File: src/sv/sfd_pkg.sv
package sfd_pkg;

	localparam int FRAME_BYTES  = 25;
	localparam int NUM_CHANNELS = 16;
	localparam int STORE_DEPTH  = FRAME_BYTES - 1;
	localparam int CHAN_W       = 11;
	localparam int IDX_W        = 4;
	localparam int POS_W        = 5;
	localparam int PCT_W        = 15;
	localparam int SCALE_W      = 24;
	localparam int CFG_IDX_W    = 3;
	localparam int CFG_DATA_W   = 24;
	localparam int ACC_W        = 18;
	localparam int NBITS_W      = 5;

	localparam logic [POS_W-1:0]   LAST_STORE_POS = POS_W'(STORE_DEPTH - 1);
	localparam logic [POS_W-1:0]   FLAG_POS       = POS_W'(STORE_DEPTH - 1);
	localparam logic [POS_W-1:0]   HEADER_POS     = '0;
	localparam logic [IDX_W-1:0]   LAST_CHANNEL   = IDX_W'(NUM_CHANNELS - 1);
	localparam logic [CHAN_W-1:0]  CHAN_RESET     = 11'd1000;
	localparam logic [PCT_W-1:0]   PERCENT_FULL   = 15'd25600;

	typedef enum logic [CFG_IDX_W-1:0] {
		REG_HEADER  = 3'd0,
		REG_FOOTER  = 3'd1,
		REG_RMIN    = 3'd2,
		REG_RMAX    = 3'd3,
		REG_SCALE   = 3'd4
	} cfg_reg_t;

	typedef enum logic [2:0] {
		ST_IDLE  = 3'b001,
		ST_SWEEP = 3'b010,
		ST_EMIT  = 3'b100
	} state_t;

endpackage

File: src/sv/sbus_frame_decoder_unit.sv
// a non-final byte is stored in the frame memory, with no result
// the frame-ending byte starts a sweep of the 24-entry frame memory, one read a cycle,
// then sixteen beats stream from the held channel memory, one beat a cycle while out_stall is low
// throughput: one byte per cycle between frames; input stalled during sweep and emit
// reset: registers at defaults, position 0, held channels read as 1000 until a good frame
module sbus_frame_decoder_unit (
	input  logic                          clk,
	input  logic                          arst_n,
	input  logic                          in_valid,
	output logic                          in_stall,
	input  logic [7:0]                    data_byte,
	input  logic                          restart,
	input  logic                          cfg_we,
	input  logic [sfd_pkg::CFG_IDX_W-1:0] cfg_index,
	input  logic [sfd_pkg::CFG_DATA_W-1:0] cfg_data,
	output logic                          out_valid,
	input  logic                          out_stall,
	output logic [3:0]                    channel_index,
	output logic [10:0]                   chan_raw,
	output logic [14:0]                   percent_q8,
	output logic                          aux_ch17,
	output logic                          aux_ch18,
	output logic                          link_lost,
	output logic                          failsafe,
	output logic                          frame_good,
	output logic                          last
);
	import sfd_pkg::*;

	// config registers
	logic [7:0]         header_q;
	logic [7:0]         footer_q;
	logic [CHAN_W-1:0]  rmin_q;
	logic [CHAN_W-1:0]  rmax_q;
	logic [SCALE_W-1:0] scale_q;

	state_t             state_q;
	logic [POS_W-1:0]   pos_q;
	logic [POS_W-1:0]   pos_eff;
	logic               in_acc;
	logic               frame_end;

	// frame memory
	logic [7:0]         frame_mem [STORE_DEPTH];
	logic [7:0]         frame_rd_s1;
	logic [POS_W-1:0]   sw_addr_q;
	logic               sw_issue_q;
	logic               rd_valid_s1;
	logic [POS_W-1:0]   rd_addr_s1;

	// unpack
	logic               foot_ok_q;
	logic               ok_q;
	logic [ACC_W-1:0]   acc_q;
	logic [NBITS_W-1:0] nbits_q;
	logic [ACC_W-1:0]   acc_cat;
	logic [NBITS_W-1:0] nb_sum;
	logic               chan_rdy;
	logic [IDX_W-1:0]   ch_cnt_q;
	logic               held_we;
	logic [3:0]         flags_q;

	// held channel memory
	logic [CHAN_W-1:0]  held_mem [NUM_CHANNELS];
	logic [NUM_CHANNELS-1:0] hvalid_q;
	logic [CHAN_W-1:0]  held_rd_s1;
	logic               hv_s1;
	logic               rd_ok_s1;
	logic [IDX_W-1:0]   emit_idx_q;
	logic [IDX_W-1:0]   held_raddr;
	logic               ld;

	// percent
	logic [CHAN_W-1:0]  cur_val;
	logic [CHAN_W-1:0]  v_lo;
	logic [CHAN_W-1:0]  v_cl;
	logic [CHAN_W-1:0]  dlt;
	logic [CHAN_W+SCALE_W-1:0] prod;
	logic [CHAN_W+SCALE_W:0]   rnd;
	logic [CHAN_W+SCALE_W-16:0] pct_wide;
	logic [PCT_W-1:0]   pct;

	logic               out_valid_q;

	assign in_stall  = (state_q != ST_IDLE);
	assign in_acc    = in_valid && !in_stall;
	assign pos_eff   = restart ? '0 : pos_q;
	assign frame_end = (pos_eff > LAST_STORE_POS);

	always_ff @(posedge clk or negedge arst_n) begin
		if (!arst_n) begin
			header_q <= 8'd15;
			footer_q <= 8'd0;
			rmin_q   <= 11'd192;
			rmax_q   <= 11'd1792;
			scale_q  <= 24'd1048576;
		end else if (cfg_we) begin
			case (cfg_reg_t'(cfg_index))
				REG_HEADER: header_q <= cfg_data[7:0];
				REG_FOOTER: footer_q <= cfg_data[7:0];
				REG_RMIN:   rmin_q   <= cfg_data[CHAN_W-1:0];
				REG_RMAX:   rmax_q   <= cfg_data[CHAN_W-1:0];
				REG_SCALE:  scale_q  <= cfg_data[SCALE_W-1:0];
				default: ;
			endcase
		end
	end

	// frame memory: write on stored bytes, read during the sweep
	always_ff @(posedge clk) begin
		if (in_acc && !frame_end) begin
			frame_mem[pos_eff] <= data_byte;
		end
		frame_rd_s1 <= frame_mem[sw_addr_q];
	end

	assign acc_cat  = acc_q | (ACC_W'(frame_rd_s1) << nbits_q);
	assign nb_sum   = nbits_q + NBITS_W'(8);
	assign chan_rdy = (nb_sum >= NBITS_W'(CHAN_W));
	assign held_we  = (state_q == ST_SWEEP) && rd_valid_s1 && ok_q &&
		(rd_addr_s1 != HEADER_POS) && (rd_addr_s1 != FLAG_POS) && chan_rdy;

	assign ld = (state_q == ST_EMIT) && rd_ok_s1 && (!out_valid_q || !out_stall);
	assign held_raddr = ld ? emit_idx_q + IDX_W'(1) : emit_idx_q;

	always_ff @(posedge clk or negedge arst_n) begin
		if (!arst_n) begin
			state_q     <= ST_IDLE;
			pos_q       <= '0;
			sw_addr_q   <= '0;
			sw_issue_q  <= 1'b0;
			rd_valid_s1 <= 1'b0;
			rd_addr_s1  <= '0;
			foot_ok_q   <= 1'b0;
			ok_q        <= 1'b0;
			acc_q       <= '0;
			nbits_q     <= '0;
			ch_cnt_q    <= '0;
			flags_q     <= '0;
			hvalid_q    <= '0;
			rd_ok_s1    <= 1'b0;
			emit_idx_q  <= '0;
		end else begin
			rd_valid_s1 <= (state_q == ST_SWEEP) && sw_issue_q;
			rd_addr_s1  <= sw_addr_q;
			rd_ok_s1    <= (state_q == ST_EMIT) && !(ld && emit_idx_q == LAST_CHANNEL);
			if (held_we) begin
				hvalid_q[ch_cnt_q] <= 1'b1;
			end
			case (state_q)
				ST_IDLE: begin
					if (in_acc) begin
						if (frame_end) begin
							pos_q      <= '0;
							state_q    <= ST_SWEEP;
							sw_addr_q  <= '0;
							sw_issue_q <= 1'b1;
							foot_ok_q  <= (data_byte == footer_q);
							acc_q      <= '0;
							nbits_q    <= '0;
							ch_cnt_q   <= '0;
						end else begin
							pos_q <= pos_eff + POS_W'(1);
						end
					end
				end
				ST_SWEEP: begin
					if (sw_issue_q) begin
						if (sw_addr_q == LAST_STORE_POS) begin
							sw_issue_q <= 1'b0;
						end else begin
							sw_addr_q <= sw_addr_q + POS_W'(1);
						end
					end
					if (rd_valid_s1) begin
						if (rd_addr_s1 == HEADER_POS) begin
							ok_q <= foot_ok_q && (frame_rd_s1 == header_q);
						end else if (rd_addr_s1 == FLAG_POS) begin
							if (ok_q) begin
								flags_q <= frame_rd_s1[3:0];
							end
							state_q    <= ST_EMIT;
							emit_idx_q <= '0;
						end else if (chan_rdy) begin
							acc_q    <= acc_cat >> CHAN_W;
							nbits_q  <= nb_sum - NBITS_W'(CHAN_W);
							ch_cnt_q <= ch_cnt_q + IDX_W'(1);
						end else begin
							acc_q   <= acc_cat;
							nbits_q <= nb_sum;
						end
					end
				end
				ST_EMIT: begin
					if (ld) begin
						emit_idx_q <= emit_idx_q + IDX_W'(1);
						if (emit_idx_q == LAST_CHANNEL) begin
							state_q <= ST_IDLE;
						end
					end
				end
				default: state_q <= ST_IDLE;
			endcase
		end
	end

	// held channel memory
	always_ff @(posedge clk) begin
		if (held_we) begin
			held_mem[ch_cnt_q] <= acc_cat[CHAN_W-1:0];
		end
		held_rd_s1 <= held_mem[held_raddr];
		hv_s1      <= hvalid_q[held_raddr];
	end

	// clamp and scale
	always_comb begin
		cur_val  = hv_s1 ? held_rd_s1 : CHAN_RESET;
		v_lo     = (cur_val < rmin_q) ? rmin_q : cur_val;
		v_cl     = (v_lo > rmax_q) ? rmax_q : v_lo;
		dlt      = (v_cl >= rmin_q) ? (v_cl - rmin_q) : '0;
		prod     = (CHAN_W+SCALE_W)'(dlt) * (CHAN_W+SCALE_W)'(scale_q);
		rnd      = (CHAN_W+SCALE_W+1)'(prod) + (CHAN_W+SCALE_W+1)'(32768);
		pct_wide = rnd[CHAN_W+SCALE_W:16];
		pct      = (pct_wide > (CHAN_W+SCALE_W-15)'(PERCENT_FULL)) ?
			PERCENT_FULL : pct_wide[PCT_W-1:0];
	end

	// output beat register
	always_ff @(posedge clk or negedge arst_n) begin
		if (!arst_n) begin
			out_valid_q <= 1'b0;
		end else if (ld) begin
			out_valid_q <= 1'b1;
		end else if (!out_stall) begin
			out_valid_q <= 1'b0;
		end
	end

	always_ff @(posedge clk) begin
		if (ld) begin
			channel_index <= emit_idx_q;
			chan_raw      <= cur_val;
			percent_q8    <= pct;
			aux_ch17      <= flags_q[0];
			aux_ch18      <= flags_q[1];
			link_lost     <= flags_q[2];
			failsafe      <= flags_q[3];
			frame_good    <= ok_q;
			last          <= (emit_idx_q == LAST_CHANNEL);
		end
	end

	assign out_valid = out_valid_q;

endmodule

File: config.mk
export PLATFORM = sky130hd
export DESIGN_NAME = sbus_frame_decoder_unit
export DESIGN_NICKNAME = d
export VERILOG_FILES = /design/src/sv/sfd_pkg.sv /design/src/sv/sbus_frame_decoder_unit.sv
export SDC_FILE = /design/constraint.sdc
export NUM_CORES = 1
export LEC_CHECK = 0
export ABC_CLOCK_PERIOD_IN_PS = 19300
export BUFFER_PORTS_ARGS = -buffer_cell sky130_fd_sc_hd__buf_2
export CORE_MARGIN = 4
export CORE_UTILIZATION = 35
export DETAILED_ROUTE_END_ITERATION = 16
export PLACE_DENSITY = 0.51
export SLEW_MARGIN = 15
export SYNTH_ARGS = -nofsm -noshare
export SYNTH_HDL_FRONTEND = slang
export SYNTH_SLANG_ARGS = --single-unit
export TNS_END_PERCENT = 5
File: constraint.sdc
create_clock -name clk -period 19.3 [get_ports clk]
set_input_delay 0.965 -clock clk [delete_from_list [all_inputs] [get_ports clk]]
set_output_delay 0.965 -clock clk [all_outputs]
set_load 0.01 [all_outputs]
==> flow_summary.ini, run 1 <==
[finish]
drive_gt1_share_pct = 18.1
nets = 2909
num_antenna_cells = 0
area_growth_pct = 12.1
fillers = 8598

[sta]
post-route-min-period_ns = 13.99
max_freq_ghz = 0.0715
slew_headroom_pct = 25.3
rsz0062_at_grt = false
skew_ns = 0.0306
finalSetupViolCount = 0
drv_slew = 0
tightestPinTransition_ns = 1.12
fin_tns_setup_ns = 0
timing.final.crit_share_pct = 72.5
hold_viol = 0

[grt]
grt_max_degree = 76
grt_first_pass_wirelength_um = 128000
grt_overflow = 0
antenna_found_initial = 5
grt_usage_pct = 17.1
grt_pass1_vias = 21325

[yosys]
ys_ff_latch = 561
synth_cell_types = 77
netlist_area_mm2 = 0.0323
synth_edf_count = 404
synthFlopType = edfxtp_1
synth.area.top_cells = edfxtp_1 38%, fa_1 12%, dfrtp_1 9.8%
synth_top_area_share_pct = 37.6
yosys_warnings = 0
synth_nets = 2861
syn_avg_cell_area_um2 = 13.0
async_flop_share_pct = 24.4
synthMostInstantiatedCell = edfxtp_1
synth_common_cells = 404 x edfxtp_1, 277 x inv_1, 239 x nand2_1, 198 x fa_1, 136 x ha_1
yosysSeqAreaShare_pct = 49.5
synth_top_area_cell = edfxtp_1
syn_inst = 2486

[clocking]
cts_sinks = 561
htreeDepth = 2
postCtsSetupBuffers = 0
cts_buffers = 61
clockBufferDepth = 3
ctsHoldBuffers = 0
clk_latency_ns = 0.67
clk_pin_slew_ns = 0.06
ctsRootBufferMaster = clkbuf_16
post_cts_resized = 0
cts_tree = yes

[detailed_routing]
wl_per_cell_um = 21.7
wirelength_um = 81900
vias = 19689
drtIter0Drc = 1371
detail_route.vias_per_cell = 5.22
drc = 0
ant_nets = 0
dr.pass1.iters = 5

[critical_path]
slowest_delay_ns = 0.92
path_max_fanout = 74
setup.worst_path.start_class = register
critical_path.startpoint = hv_s1
worstSetupPathType = register to register
critPathCaptureType = register
reg2reg_depth = 48
worst_ep_arrival_time_ns = 14.38
timing.rr.start = hv_s1
crit_required_ns = 19.69
crit_slowest_cell = and2_1

[floorplanning]
start_util_pct = 35.3
core-area_mm2 = 0.0915
ios = 79
dieWidth_um = 312
die_h_um = 312
rows = 111
die-area_mm2 = 0.0972

[place]
io_buffers = 78
gp_congestion = 0.848
dp_hpwl_um = 58100

[run]
cap_violations = 0

[hold_path]
hold_class = input pin to async pin

[run_status]
outcome = completed
path summary, 6_finish.rpt:
check | endpoint | slack (ns)
worst max-delay path | percent_q8[10] | 5.31
worst min-delay path | pos_q[1] | 0.29
worst max register to register | percent_q8[10] | 5.31
worst min register to register | failsafe | 0.45
max in group asynchronous | rmin_q[9] | 17.57
min in group clk | failsafe | 0.45
final cells by class:
| class | count | area (um2) | area share [%] |
|---|---|---|---|
| Sequential cell | 561 | 16000 | 44.1 |
| Multi-Input combinational cell | 1528 | 14900 | 41.3 |
| Clock buffer | 75 | 1610 | 4.45 |
| Tap cell | 1186 | 1480 | 4.10 |
| Inverter | 279 | 1050 | 2.89 |
| Timing Repair Buffer | 103 | 584 | 1.61 |
| Clock inverter | 41 | 549 | 1.52 |
routing by layer:
metal | part of all wire [%] | up-vias | track usage [%] | routed length [um]
met4 | 2.2 | 0 | 4.26 | 1770
met2 | 48 | 484 | 28.6 | 39600
met3 | 4.8 | 112 | 2.48 | 3920
met1 | 45 | 10261 | 23.5 | 36600
li1 | - | 8832 | - | -
met5 | 0 | - | 0 | 0
worst max-delay path, delay by kind of cell (launching register included):
family / cells / cell delay, ns
compound gates: 23 / 5.14
fa+ha+maj: 9 / 3.80
simple gates: 9 / 2.53
mux: 3 / 1.20
buf+inv: 4 / 0.64
flops: 1 / 0.40
state kept, by name, summed over array words and instances (netlist names), 5 cells and up:
name,flops
percent_q8,15
held_mem,176
header_q,8
hvalid_q,16
nbits_q,5
chan_raw,11
acc_q,18
pos_q,5
frame_rd_s1,8
rd_addr_s1,5
held_rd_s1,11
scale_q,24
footer_q,8
frame_mem,192
sw_addr_q,5
rmin_q,11
rmax_q,11
cells by family after synthesis:
family | synth area share, %
AOI/OAI and AO/OA | 5.03
buffers and inverters | 4.67
DFF | 49.5
xor gates and xnor gates | 1.17
and+or+nand+nor | 10.3
muxes | 11.8
adders and majority gates | 17.5
per-stage QoR:
stage / instance area [um2] / hold WS (ns) / setup WS (ns) / std cells / utilization, %
6_report: 36200 / 0.295 / 5.31 / 3773 / 39.5
3_5_place_dp: 34000 / 0.433 / 5.05 / 3657 / 37.2
4_1_cts: 36200 / 0.302 / 4.98 / 3773 / 39.5
5_1_grt: 36200 / 0.341 / 4.13 / 3773 / 39.5
3_3_place_gp: 34000 / 0.442 / 5.27 / 3657 / 37.2
2_1_floorplan: 32300 / 0.352 / 7.55 / 2486 / -
placed cells by master, fill, tap and decap left out, types with 22 or more instances in the layout:
cell and instances:
a21oi_1 65, nor2_1 108, fa_1 198, nand2_1 239, clkbuf_16 61, xor2_1 24, edfxtp_1 404, mux4_2 116
and3_1 72, buf_4 25, mux2i_1 22, nand3_1 40, ha_1 136, inv_1 276, dfrtp_1 124, buf_2 77
o21ai_0 71, and2_1 78, mux2_2 85
Power of run 1 is left out: the tool's default activity adds up to more than one toggle a clock period on the data nets, which glitch-free logic cannot reach.
==> inputs of run 2 (changes only) <==
Settings changed: ABC_CLOCK_PERIOD_IN_PS 19300 to 13900.
Clock period 19.3 ns to 13.9 ns, I/O delays scaled along.
==> flow_summary.ini, run 2 (same netlist as run 1, synthesis figures left out) <==
[grt]
grt_first_pass_wirelength_um = 129000
antenna_found_initial = 9
grt_overflow = 0
grt_pass1_vias = 21242
grt_max_degree = 76
grt_usage_pct = 17.1

[finish]
largestRegisters = frame_mem (192), held_mem (176), scale_q (24)
nets = 2919
seq_area_mm2 = 0.0160
multi_input_area_mm2 = 0.0149
fillers = 8629
regMostFlops = frame_mem
layout_common_cells = 404 x edfxtp_1, 276 x inv_1, 239 x nand2_1
final_common_cell = edfxtp_1
drive_gt1_share_pct = 18.7
area_growth_pct = 12.2
largest_reg_flops = 192
num_antenna_cells = 0

[clocking]
clk_latency_ns = 0.64
ctsRootBufferMaster = clkbuf_16
cts_tree = yes
clk_pin_slew_ns = 0.06
cts_sinks = 561
clockBufferDepth = 3
cts_buffers = 61
ctsHoldBuffers = 0
htreeDepth = 2

[sta]
tightestPinTransition_ns = 1.18
timing.final.crit_share_pct = 93.3
rsz0062_at_grt = false
max_freq_ghz = 0.0771
skew_ns = 0.0329
worst_slack_ns = 0.928
finalSetupViolCount = 0
fin_tns_setup_ns = 0
post-route-min-period_ns = 12.97
slew_headroom_pct = 21.0
hold_viol = 0
drv_slew = 0
whs_ns = 0.0478

[detailed_routing]
wirelength_um = 82200
detail_route.vias_per_cell = 5.23
dr.pass1.iters = 5
drc = 0
ant_nets = 0
wl_per_cell_um = 21.7
drtIter0Drc = 1322
vias = 19797

[critical_path]
timing.rr.start = hv_s1
timing.rr.end = percent_q8[10]
critPathCaptureType = register
reg2reg_depth = 51
rrSetupSlack_ns = 0.93
crit_slowest_cell = fa_1
worstSetupPathType = register to register
slowest_delay_ns = 0.57
path_max_fanout = 47
worst_ep_arrival_time_ns = 13.33
setup.worst_path.start_class = register
crit_required_ns = 14.26

[place]
io_buffers = 78
dp_hpwl_um = 59000
dp_worst_setup_slack_ns = 0.493
gp_congestion = 0.865

[floorplanning]
ios = 79
start_util_pct = 35.3
die-area_mm2 = 0.0972
dieWidth_um = 312
rows = 111
core-area_mm2 = 0.0915
die_h_um = 312

[run]
cap_violations = 0

[run_status]
outcome = completed

[hold_path]
hold_class = input pin to async pin
run 2: worst max-delay path by stage:
| stage | from | end | cells past startpoint |
|---|---|---|---|
| after floorplan | hv_s1 | percent_q8[10] | 53 |
| after global placement | hv_s1 | percent_q8[10] | 49 |
| after detailed placement | hv_s1 | percent_q8[10] | 49 |
| after CTS | hv_s1 | percent_q8[10] | 49 |
| after global routing | hv_s1 | percent_q8[10] | 50 |
| final | hv_s1 | percent_q8[10] | 51 |
run 2: metal layers:
| metal | vias to the layer above | global-route usage, % | share of wire, % |
|---|---|---|---|
| met5 | - | 0 | 0 |
| met1 | 10371 | 24.2 | 45 |
| met3 | 98 | 2.19 | 4.4 |
| met2 | 475 | 28.2 | 48 |
| met4 | 0 | 4.21 | 2.3 |
| li1 | 8853 | - | - |
run 2: layout make-up:
cell class,count,share of cell area [%]
clock buffers,77,4.58
clock inverters,39,1.28
inverters,279,2.89
multi-input cells,1528,41.2
flip-flops and latches,561,44.1
well taps,1186,4.10
repair buffers,113,1.82
run 2: through the flow:
step	utilization [%]	cell area (um2)	instances
after global routing	39.6	36200	3783
after detailed placement	37.2	34000	3661
after global placement	37.2	34000	3661
after CTS	39.5	36200	3777
final	39.6	36200	3783
after floorplan	-	32300	2486
run 2: what timing repair did:
action / CTS / global route
endpoints found under the hold margin: 0 / 0
setup buffers: 0 / 6
resized for setup: 0 / 6
endpoints found under the setup margin: 0 / 15
run 2: critical path, delay by kind of cell (launching register included):
family	cells	cell delay [ns]
buf+inv	7	1.23
mux	3	0.92
simple gates	10	2.00
flops	1	0.50
fa+ha+maj	9	3.68
compound gates	22	4.33
Power of run 2 is left out for the same reason.
==> inputs of run 3 (changes only) <==
Settings changed: ABC_CLOCK_PERIOD_IN_PS 13900 to 12000.
Clock period 13.9 ns to 12 ns, I/O delays scaled along.
==> flow_summary.ini, run 3 (same netlist as run 1, synthesis figures left out) <==
[run_status]
outcome = finished with violations
violations = negative hold slack

[finish]
num_antenna_cells = 0
area_growth_pct = 13.8
fillers = 8551
nets = 2946
regMostFlops = frame_mem
fin_cells = 3809
layout_common_cells = 404 x edfxtp_1, 276 x inv_1, 239 x nand2_1
largest_reg_flops = 192
design_area_mm2 = 0.0367
largestRegisters = frame_mem (192), held_mem (176), scale_q (24)
drive_gt1_share_pct = 20.4
final_common_cell = edfxtp_1

[critical_path]
cp_num_buf_inv = 2
timing.rr.end = percent_q8[5]
worstSetupPathType = register to register
setup.worst_path.start_class = register
path_max_fanout = 8
cp.depth = 46
cp-endpoint = percent_q8[5]
reg2reg_depth = 46
slowest_delay_ns = 0.55
crit_required_ns = 12.41
worst_ep_arrival_time_ns = 11.88
rrSetupSlack_ns = 0.53
cp_common_cell = fa_1
timing.rr.start = hv_s1
crit_slowest_cell = or4b_4
critPathCaptureType = register
critical_path.startpoint = hv_s1
critPathTopFamily = adder cells

[detailed_routing]
detail_route.vias_per_cell = 5.24
drtIter0Drc = 1509
vias = 19973
ant_nets = 0
dr.pass1.iters = 5
wl_per_cell_um = 21.8
wirelength_um = 83200
drc = 0

[place]
gp_congestion = 0.871
dp_worst_setup_slack_ns = -0.348
dp.cells = 3679
place_area_mm2 = 0.0342
io_buffers = 78
dp_hpwl_um = 59000

[clocking]
clk_latency_ns = 0.60
clockBufferDepth = 3
ctsHoldBuffers = 0
cts_tree = yes
clk_pin_slew_ns = 0.06
cts_sinks = 561
cts_buffers = 66
htreeDepth = 3
ctsRootBufferMaster = clkbuf_16

[sta]
max_freq_ghz = 0.0872
whs_ns = -0.00126
timing.final.crit_share_pct = 95.6
slew_headroom_pct = 22.6
hold_viol = 1
drv_slew = 0
finalSetupViolCount = 0
tightestPinTransition_ns = 1.16
post-route-min-period_ns = 11.47
skew_ns = 0.0286
worst_slack_ns = 0.529

[hold_path]
hold_class = input pin to async pin

[grt]
grt_max_degree = 76
grt_overflow = 0
grt_usage_pct = 17.3
antenna_found_initial = 6
grt_pass1_vias = 21548
grt_first_pass_wirelength_um = 130000

[floorplanning]
rows = 111
die_h_um = 312
start_util_pct = 35.3
ios = 79
dieWidth_um = 312
die-area_mm2 = 0.0972
core-area_mm2 = 0.0915

[run]
cap_violations = 0
==> run 3: changes by cell type in the layout (fill, tap and decap cells not counted), sizes merged <==
cell / before / now
buf: 113 / 133
inv: 280 / 282
clkinvlp: 2 / 3
clkbuf: 77 / 85
bufinv: 8 / 5
a21oi: 66 / 67
o21ai: 74 / 75
clkinv: 28 / 24
==> run 3: how the worst min path moves through the flow <==
stage	start	endpoint	slack, ns	cells past startpoint
3_5_place_dp	flags_q[0]	aux_ch17	0.44	0
4_1_cts	arst_n	pos_q[2]	0.01	1
6_report	arst_n	pos_q[2]	-0.001	1
2_1_floorplan	arst_n	acc_q[0]	0.30	0
3_3_place_gp	flags_q[2]	link_lost	0.44	0
5_1_grt	arst_n	pos_q[2]	0.04	1
==> run 3: timing repair <==
action	CTS	global route
setup buffers	0	8
gates resized for setup	5	63
endpoints found under the setup margin	15	15
pin swaps	0	11
gates cloned	0	2
==> run 3: per-stage QoR <==
step	utilization, %	setup TNS (ns)
after floorplan	-	0
after global placement	37.4	-0.491
after detailed placement	37.4	-3.71
after CTS	39.8	0
after global routing	40.1	-0.403
final	40.1	0
==> run 3: layout make-up <==
class | instances | area, um2 | share of cell area, %
flip-flops and latches | 561 | 16000 | 43.5
multi-input cells | 1530 | 15200 | 41.3
clock buffers | 85 | 1840 | 5.00
well taps | 1186 | 1480 | 4.04
inverters | 279 | 1050 | 2.85
repair buffers | 133 | 857 | 2.33
clock inverters | 35 | 363 | 0.988
==> run 3: per-layer routing <==
metal	GRT usage [%]	part of all wire, %
met3	3.20	5.7
met2	27.9	47
met5	0	0
met4	5.37	3.1
met1	23.8	44
==> run 3: worst register-to-register path, delay by kind of cell, from the launching register on <==
kind            cells  cell delay [ns]
compound gates     19             3.46
xor+xnor            1             0.17
fa+ha+maj           9             3.58
buf+inv             2             0.09
flops               1             0.31
mux                 2             0.65
simple gates       13             3.07
Power of run 3 is left out for the same reason.
